<file path="config.mk">
export PLATFORM = sky130hd
export DESIGN_NAME = sequencer_block_tick_advance
export DESIGN_NICKNAME = d
export VERILOG_FILES = /design/src/sbta_pkg.sv /design/src/sequencer_block_tick_advance.sv /design/src/sbta_div.sv
export SDC_FILE = /design/constraint.sdc
export NUM_CORES = 2
export LEC_CHECK = 0
export ABC_AREA = 1
export BUFFER_PORTS_ARGS = -buffer_cell sky130_fd_sc_hd__buf_2
export CAP_MARGIN = 20
export CORE_UTILIZATION = 40
export CTS_CLUSTER_DIAMETER = 100
export DETAILED_ROUTE_END_ITERATION = 8
export HOLD_SLACK_MARGIN = 0.1
export PLACE_DENSITY = 0.56
export SYNTH_ARGS = -nofsm -noshare
export SYNTH_HDL_FRONTEND = slang
export SYNTH_SLANG_ARGS = --single-unit
export TNS_END_PERCENT = 1
</file>
<file path="constraint.sdc">
create_clock -name clk -period 15.93 [get_ports clk]
set_clock_uncertainty 0.15 [all_clocks]
set_input_delay 2.3895 -clock clk [delete_from_list [all_inputs] [get_ports clk]]
set_output_delay 2.3895 -clock clk [all_outputs]
set_load 0.1 [all_outputs]
</file>
<file path="src/sbta_pkg.sv">
// Shared types and constants for the sequencer play head.
// Holds the request codes, register indexes, microcode word layout and the control ROM.
// No dependencies.
package sbta_pkg;

  localparam int TICK_BITS_DEF = 32;
  localparam int TIME_BITS_DEF = 32;
  localparam int DIV_W_DEF     = 33;

  localparam logic [31:0] TIME_RESET = 32'h0001_0000;

  localparam logic CFG_TICK_PERIOD    = 1'b0;
  localparam logic CFG_BLOCK_DURATION = 1'b1;

  typedef enum logic [1:0] {
    REQ_ADVANCE = 2'd0,
    REQ_SEEK    = 2'd1,
    REQ_PHASE   = 2'd2,
    REQ_LOOP    = 2'd3
  } req_t;

  typedef enum logic [2:0] {
    OP_LATCH,
    OP_DISPATCH,
    OP_ADV_INIT,
    OP_DIV_STEP,
    OP_ADV_POS,
    OP_ADV_WRAP,
    OP_OUT
  } op_t;

  typedef enum logic [2:0] {
    COND_NONE,
    COND_NO_REQ,
    COND_NOT_ADVANCE,
    COND_S_ZERO,
    COND_DIV_BUSY,
    COND_NO_WRAP,
    COND_OUT_BUSY
  } cond_t;

  localparam int UPC_BITS = 3;
  typedef logic [UPC_BITS-1:0] upc_t;

  localparam upc_t ST_IDLE     = 3'd0;
  localparam upc_t ST_DISPATCH = 3'd1;
  localparam upc_t ST_INIT     = 3'd2;
  localparam upc_t ST_DIV_N    = 3'd3;
  localparam upc_t ST_POS      = 3'd4;
  localparam upc_t ST_DIV_WRAP = 3'd5;
  localparam upc_t ST_WRAP     = 3'd6;
  localparam upc_t ST_DONE     = 3'd7;

  typedef struct packed {
    op_t   op;
    cond_t cond;
    upc_t  target;
  } uop_t;

  typedef struct packed {
    logic load;
    logic step;
  } div_ctl_t;

  // Control program: jump to target when cond holds, else fall through to the next step.
  function automatic uop_t ucode(upc_t pc);
    uop_t u;
    unique case (pc)
      ST_IDLE:     u = '{op: OP_LATCH,    cond: COND_NO_REQ,      target: ST_IDLE};
      ST_DISPATCH: u = '{op: OP_DISPATCH, cond: COND_NOT_ADVANCE, target: ST_DONE};
      ST_INIT:     u = '{op: OP_ADV_INIT, cond: COND_S_ZERO,      target: ST_DONE};
      ST_DIV_N:    u = '{op: OP_DIV_STEP, cond: COND_DIV_BUSY,    target: ST_DIV_N};
      ST_POS:      u = '{op: OP_ADV_POS,  cond: COND_NO_WRAP,     target: ST_DONE};
      ST_DIV_WRAP: u = '{op: OP_DIV_STEP, cond: COND_DIV_BUSY,    target: ST_DIV_WRAP};
      ST_WRAP:     u = '{op: OP_ADV_WRAP, cond: COND_NONE,        target: ST_IDLE};
      ST_DONE:     u = '{op: OP_OUT,      cond: COND_OUT_BUSY,    target: ST_DONE};
    endcase
    return u;
  endfunction

endpackage

</file>
<file path="src/sequencer_block_tick_advance.sv">
// Sequencer play head: top level, microcoded control and datapath.
// Depends on sbta_pkg and sbta_div.
//
// Usage:
//   Requests enter on in_valid/in_ready with req_type and its operands. Each request
//   yields one result on out_valid/out_ready: tick position, time since the last
//   tick and the looping flag. tick_period and block_duration are written through
//   cfg_we/cfg_index/cfg_data while no request is in flight.
//   Seek, set phase and set loop pass through dispatch to the output step. An
//   advance runs the tick count through the shared one-bit-per-cycle divider
//   (DIV_W = max(TIME_BITS, TICK_BITS) + 1 bits wide, 33 at the default widths)
//   and, when a loop wrap occurs, runs the wrap offset through it as well.
//   One request is in work at a time; the next is accepted in the cycle
//   after the result is loaded into the output register.
//   A waiting result does not block acceptance; a finished request holds in its
//   last step until the output register frees up.
//   Reset: in_ready low, position, phase and loop range clear, looping off,
//   tick_period and block_duration return to 1.0 ms, output register empty.
module sequencer_block_tick_advance import sbta_pkg::*; #(
  parameter int TICK_BITS = TICK_BITS_DEF,
  parameter int TIME_BITS = TIME_BITS_DEF
) (
  input  logic        clk,
  input  logic        rst,
  input  logic        cfg_we,
  input  logic        cfg_index,
  input  logic [31:0] cfg_data,
  input  logic        in_valid,
  output logic        in_ready,
  input  logic [1:0]  req_type,
  input  logic [31:0] new_position,
  input  logic [31:0] new_phase,
  input  logic [31:0] range_start,
  input  logic [31:0] range_end,
  output logic        out_valid,
  input  logic        out_ready,
  output logic [31:0] tick_position,
  output logic [31:0] time_since_tick,
  output logic        looping
);

  localparam int DIV_W = (TIME_BITS > TICK_BITS) ? TIME_BITS + 1 : TICK_BITS + 1;

  // Steps from x until the first step that lands on the loop start.
  function automatic logic [TICK_BITS:0] steps_to_jump(logic [TICK_BITS-1:0] x,
                                                       logic [TICK_BITS-1:0] stop);
    logic [TICK_BITS:0] r;
    if (x < stop) begin
      r = {1'b0, stop} - {1'b0, x};
    end else if (x != {TICK_BITS{1'b1}} || stop == '0) begin
      r = (TICK_BITS+1)'(1);
    end else begin
      r = {1'b0, stop} + 1'b1;
    end
    return r;
  endfunction

  upc_t pc;
  upc_t pc_next;
  uop_t uop;
  logic taken;

  logic [TIME_BITS-1:0] tick_period;
  logic [TIME_BITS-1:0] block_duration;
  logic [TICK_BITS-1:0] position;
  logic [TIME_BITS-1:0] phase;
  logic                 loop_on;
  logic [TICK_BITS-1:0] loop_first;
  logic [TICK_BITS-1:0] loop_stop;

  req_t                 req_kind;
  logic [TICK_BITS-1:0] req_pos;
  logic [TIME_BITS-1:0] req_phase;
  logic [TICK_BITS-1:0] req_start;
  logic [TICK_BITS-1:0] req_end;

  logic                 accept;
  logic                 out_free;
  logic [TIME_BITS:0]   s_sum;
  logic                 s_zero;
  logic [TIME_BITS-1:0] t_eff;
  logic [TICK_BITS:0]   first;
  logic [TICK_BITS:0]   cycle;
  logic [DIV_W-1:0]     first_ext;
  logic                 wrap;
  logic [DIV_W-1:0]     rest;

  div_ctl_t         div_ctl;
  logic [DIV_W-1:0] div_dividend;
  logic [DIV_W-1:0] div_divisor;
  logic [DIV_W-1:0] div_quo;
  logic [DIV_W-1:0] div_rem;
  logic             div_last;

  sbta_div #(
    .DIV_W(DIV_W)
  ) u_div (
    .clk      (clk),
    .rst      (rst),
    .ctl      (div_ctl),
    .dividend (div_dividend),
    .divisor  (div_divisor),
    .quotient (div_quo),
    .remainder(div_rem),
    .last     (div_last)
  );

  assign uop      = ucode(pc);
  assign in_ready = (pc == ST_IDLE) && !rst;
  assign accept   = in_valid && in_ready;
  assign out_free = !out_valid || out_ready;

  // Advance math: ticks n = (S - 1) / T, new phase = remainder + 1.
  assign s_sum     = {1'b0, block_duration} + {1'b0, phase};
  assign s_zero    = s_sum == '0;
  assign t_eff     = (tick_period == '0) ? TIME_BITS'(1) : tick_period;
  assign first     = steps_to_jump(position, loop_stop);
  assign cycle     = steps_to_jump(loop_first, loop_stop);
  assign first_ext = DIV_W'(first);
  assign wrap      = loop_on && (div_quo >= first_ext);
  assign rest      = div_quo - first_ext;

  always_comb begin
    div_ctl.load = (uop.op == OP_ADV_INIT) || (uop.op == OP_ADV_POS && wrap);
    div_ctl.step = uop.op == OP_DIV_STEP;
    if (uop.op == OP_ADV_INIT) begin
      div_dividend = DIV_W'(s_sum - 1'b1);
      div_divisor  = DIV_W'(t_eff);
    end else begin
      div_dividend = rest;
      div_divisor  = DIV_W'(cycle);
    end
  end

  always_comb begin
    unique case (uop.cond)
      COND_NONE:        taken = 1'b0;
      COND_NO_REQ:      taken = !in_valid;
      COND_NOT_ADVANCE: taken = req_kind != REQ_ADVANCE;
      COND_S_ZERO:      taken = s_zero;
      COND_DIV_BUSY:    taken = !div_last;
      COND_NO_WRAP:     taken = !wrap;
      COND_OUT_BUSY:    taken = !out_free;
      default:          taken = 1'b0;
    endcase
    // fall through from the last step wraps back to idle
    pc_next = taken ? uop.target : pc + 1'b1;
  end

  always_ff @(posedge clk) begin
    if (rst) begin
      pc <= ST_IDLE;
    end else begin
      pc <= pc_next;
    end
  end

  always_ff @(posedge clk) begin
    if (rst) begin
      tick_period    <= TIME_BITS'(TIME_RESET);
      block_duration <= TIME_BITS'(TIME_RESET);
      position       <= '0;
      phase          <= '0;
      loop_on        <= 1'b0;
      loop_first     <= '0;
      loop_stop      <= '0;
      out_valid      <= 1'b0;
    end else begin
      if (cfg_we) begin
        unique case (cfg_index)
          CFG_TICK_PERIOD:    tick_period    <= TIME_BITS'(cfg_data);
          CFG_BLOCK_DURATION: block_duration <= TIME_BITS'(cfg_data);
          default: ;
        endcase
      end
      unique case (uop.op)
        OP_DISPATCH: begin
          unique case (req_kind)
            REQ_SEEK:  position <= req_pos;
            REQ_PHASE: phase <= req_phase;
            REQ_LOOP: begin
              loop_first <= req_start;
              loop_stop  <= req_end;
              loop_on    <= 1'b1;
              if (!(position >= req_start && position < req_end)) begin
                position <= req_start;
              end
            end
            default: ;
          endcase
        end
        OP_ADV_INIT: begin
          if (s_zero) begin
            phase <= '0;
          end
        end
        OP_ADV_POS: begin
          phase <= TIME_BITS'(div_rem + DIV_W'(1));
          if (!wrap) begin
            position <= TICK_BITS'(DIV_W'(position) + div_quo);
          end
        end
        OP_ADV_WRAP: position <= TICK_BITS'(DIV_W'(loop_first) + div_rem);
        default: ;
      endcase
      if (uop.op == OP_OUT && out_free) begin
        out_valid <= 1'b1;
      end else if (out_ready) begin
        out_valid <= 1'b0;
      end
    end
  end

  // Request latch and output register.
  always_ff @(posedge clk) begin
    if (uop.op == OP_LATCH && accept) begin
      req_kind  <= req_t'(req_type);
      req_pos   <= TICK_BITS'(new_position);
      req_phase <= TIME_BITS'(new_phase);
      req_start <= TICK_BITS'(range_start);
      req_end   <= TICK_BITS'(range_end);
    end
    if (uop.op == OP_OUT && out_free) begin
      tick_position   <= 32'(position);
      time_since_tick <= 32'(phase);
      looping         <= loop_on;
    end
  end

endmodule

</file>
<file path="src/sbta_div.sv">
// Restoring divider, one quotient bit per cycle while stepped.
// Loaded and stepped by the play head sequencer; uses sbta_pkg for the control struct.
module sbta_div import sbta_pkg::*; #(
  parameter int DIV_W = DIV_W_DEF
) (
  input  logic             clk,
  input  logic             rst,
  input  div_ctl_t         ctl,
  input  logic [DIV_W-1:0] dividend,
  input  logic [DIV_W-1:0] divisor,
  output logic [DIV_W-1:0] quotient,
  output logic [DIV_W-1:0] remainder,
  output logic             last
);

  localparam int CNT_W = $clog2(DIV_W);

  logic [DIV_W-1:0] dsr;
  logic [CNT_W-1:0] cnt;
  logic [DIV_W:0]   shifted;
  logic             fits;

  assign shifted = {remainder, quotient[DIV_W-1]};
  assign fits    = shifted >= {1'b0, dsr};
  assign last    = cnt == CNT_W'(DIV_W - 1);

  always_ff @(posedge clk) begin
    if (rst) begin
      cnt <= '0;
    end else if (ctl.load) begin
      cnt <= '0;
    end else if (ctl.step) begin
      cnt <= cnt + 1'b1;
    end
  end

  always_ff @(posedge clk) begin
    if (ctl.load) begin
      quotient  <= dividend;
      remainder <= '0;
      dsr       <= divisor;
    end else if (ctl.step) begin
      quotient <= {quotient[DIV_W-2:0], fits};
      if (fits) begin
        remainder <= DIV_W'(shifted - {1'b0, dsr});
      end else begin
        remainder <= shifted[DIV_W-1:0];
      end
    end
  end

endmodule

</file>
==> flow_summary_export.csv <==
group,metric,value,unit
timing,max_freq,126,MHz
power_and_ir_drop,ir_drop,0.119,mV
synthesis,ys_types,62,
synthesis,synth_common_cells,"nand2_1 (1,032), inv_1 (645), nor2_1 (555)",
route,firstDrtPassIters,6,
floorplan,die_w,305,um
route,drc,0,
power_and_ir_drop,report.power.total,0.00933,W
timing,setup_viol,0,
placement,portBuffers,234,
critical_path,critPathTopFamily,"simple AND/OR/NAND/NOR gates",
timing,finalCritPeriodShare,49.9,%
critical_path,startpoint_type,"register",
timing,grt_setup_unrepaired,"no",
global_routing,gr-total-overflow,0,
synthesis,synth_flop_cell,"edfxtp_1",
route,antenna_left,0,
critical_path,worst_ep_required_time,16.36,ns
critical_path,crit_type,"reg -> reg",
critical_path,path_common_cell,"nand2_1",
synthesis,synth_nets,5579,
route,wire_per_inst,26.2,um
synthesis,ys_top_cells_by_area,"edfxtp_1 (21%), dfxtp_1 (13%), nand2_1 (11%)",
cts,cts.clk_slew.worst_paths,0.06,ns
global_routing,gr-usage-all-layers,36.1,%
synthesis,synth_area,0.0367,sq mm
global_routing,grt_max_degree,68,
critical_path,crit_fanout,27,
timing,tightest_slew,1.07,ns
placement,dp_hpwl,142,mm
global_routing,antenna_found_initial,17,
timing,slew_headroom,28.4,%
power_and_ir_drop,power_density,225,mW/mm^2
critical_path,critical_path.endpoint_type,"register",
finish,drive_gt1_share,8.52,%
floorplan,die-area,0.0929,sq mm
finish,nNetsFinal,5785,
critical_path,crit_buf_inv,7,
flow_run,max_cap_viol_count,0,
cts,post_cts_buffers,0,
route,vias,37100,
cts,cts_hold_buf,0,
cts,numCtsBuffers,67,
floorplan,initial_core_util,40.5,%
timing,fin_setup_tns,0,ns
cts,clk_path_buf_depth,3,
finish,fill_cells,9453,
global_routing,grt_pass1_vias,34500,
floorplan,die_h,305,um
synthesis,synth_edf_count,261,
cts,cts_tree,"built",
synthesis,synth-async-reset-ratio,0,%
floorplan,rows,110,
cts,clock_latency,0.68,ns
floorplan,core-area,0.0904,sq mm
route,vias_per_cell,5.67,
status,status,"finished clean",
synthesis,ys_seq_area_share,34.8,%
cts,cts-root-buf,"clkbuf_16",
critical_path,max_stage_delay,0.70,ns
synthesis,synth.most_common_cell,"nand2_1",
synthesis,syn_avg_cell_area,7.18,sq um
timing,hold_viol_final,0,
synthesis,synth_top_area_share,21.4,%
synthesis,ys_warn_count,0,
placement,pre_cts_slack,8.11,ns
global_routing,grt_first_pass_wirelength,242,mm
synthesis,ys_seq_elements,506,
worst_hold_path,hold_path.class,"reg -> reg",
timing,fin_crit,7.95,ns
finish,area_growth,12.9,%
timing,postLayoutSetupSlackWorst,7.98,ns
critical_path,critPathArrivalTime,8.38,ns
cts,postCtsResizedCells,0,
placement,place.gp.congestion,1.03,
power_and_ir_drop,total_leakage_power,18.7,nW
route,drt-initial-drc-count,4106,
synthesis,synth_cells,5103,
synthesis,synth_area_leader_cell,"edfxtp_1",
critical_path,slowest_stage,"inv_1",
route,wl,172,mm
floorplan,pin_count,235,
cts,clock-sinks,506,
timing,drv_slew,0,
cts,htreeDepth,3,
[state kept, by name, summed over array words and instances, names as in the netlist, 32 cells and up]
register         count
u_div.dsr           33
u_div.quotient      33
u_div.remainder     33
block_duration      32
loop_first          32
loop_stop           32
phase               32
position            32
req_end             32
req_phase           32
req_pos             32
req_start           32
tick_period         32
tick_position       32
time_since_tick     32
[per-layer routing]
layer | GRT usage (%) | share of wire [%]
met1 | 48.3 | 43
met2 | 57.5 | 45
met3 | 4.80 | 7.1
met4 | 17.2 | 5.1
met5 | 0 | 0.044
[cells in the final DEF, fill, tap and decap left out, types with 7 or more instances in the layout]
master	instances
and3_1	9
dfxtp_1	245
nor3_1	71
nor2_2	17
inv_2	16
xnor2_1	55
o21bai_1	9
buf_4	36
o211ai_1	45
o21ai_1	27
o31ai_1	8
buf_2	234
nand3b_1	16
a31oi_1	26
a21oi_1	536
nand3_1	202
clkinv_1	8
xor2_1	95
inv_1	642
a21boi_0	20
nand4_1	70
o21a_1	11
or2_2	19
clkbuf_1	16
fa_1	7
clkbuf_16	69
diode_2	9
and2_1	8
ha_1	301
nand2_2	10
o21ai_0	487
nor4_1	50
a211oi_1	22
a21o_1	20
a221oi_1	10
nand2_1	1030
o221ai_1	10
nor2_1	553
edfxtp_1	261
clkinv_2	7
[through the flow]
| stage | area, sq um | cells | hold WS [ns] | utilization [%] |
|---|---|---|---|---|
| floorplan | 36700 | 5103 | 0.279 | - |
| global placement | 39100 | 6414 | 0.323 | 43.2 |
| detailed placement | 39100 | 6415 | 0.326 | 43.2 |
| CTS | 41300 | 6538 | 0.335 | 45.7 |
| global route | 41400 | 6543 | 0.361 | 45.8 |
| finish | 41400 | 6548 | 0.332 | 45.8 |
[cell type report]
type,instances,area [sq um],area share [%]
antenna,9,22.5,0.0544
clock buffer,91,1870,4.52
clock inverter,32,397,0.958
inverter,664,2490,6.03
multi-input combinational,3799,20900,50.6
sequential,506,12700,30.8
tap,1176,1470,3.55
timing repair buffer,271,1470,3.55
[report_power, final]
| group | leakage (nW) | total [W] | switching (W) | internal [W] |
|---|---|---|---|---|
| clock | 1.10 | 0.00158 | 0.000657 | 0.000919 |
| combinational | 13.2 | 0.00559 | 0.00392 | 0.00167 |
| sequential | 4.40 | 0.00216 | 0.000444 | 0.00172 |
| total | 18.7 | 0.00933 | 0.00503 | 0.00431 |
[worst register-to-register path, stage by stage (launching register included)]
cell	delay (ns)
dfxtp_1	0.49
inv_1	0.14
ha_1	0.42
nand2_1	0.17
nor2_1	0.21
nand4_1	0.15
or4_1	0.42
nand2_1	0.61
inv_1	0.52
nor2_1	0.21
buf_4	0.27
inv_1	0.21
o22a_1	0.25
ha_1	0.35
nand2_1	0.13
inv_1	0.05
a21oi_1	0.17
o21bai_1	0.09
a21oi_1	0.24
o21bai_2	0.14
nand2_1	0.09
nand2_1	0.18
nand3_1	0.37
nand2_4	0.27
inv_1	0.71
buf_4	0.39
nand2_1	0.24
nor3b_1	0.23
[final timing paths]
| check | start | to | slack [ns] | cells after the start |
|---|---|---|---|---|
| max | position[17] | u_div.cnt[2] | 7.98 | 27 |
| min | u_div.cnt[0] | u_div.cnt[0] | 0.33 | 2 |
| max reg2reg | position[17] | u_div.cnt[2] | 7.98 | 27 |
| min reg2reg | u_div.cnt[0] | u_div.cnt[0] | 0.33 | 2 |
[logic make-up (layout without fill, tap and decap cells)]
logic type / after synthesis / in the layout / share of synthesized area [%]
simple gates: 2077 / 2077 / 23.9
compound gates: 1264 / 1264 / 18.8
buf+inv: 798 / 1058 / 8.26
flops: 506 / 506 / 34.8
fa+ha+maj: 308 / 308 / 10.7
xor+xnor: 150 / 150 / 3.58
other cells: 0 / 9 / 0
Note: power is estimated with default switching activity, not from simulation.
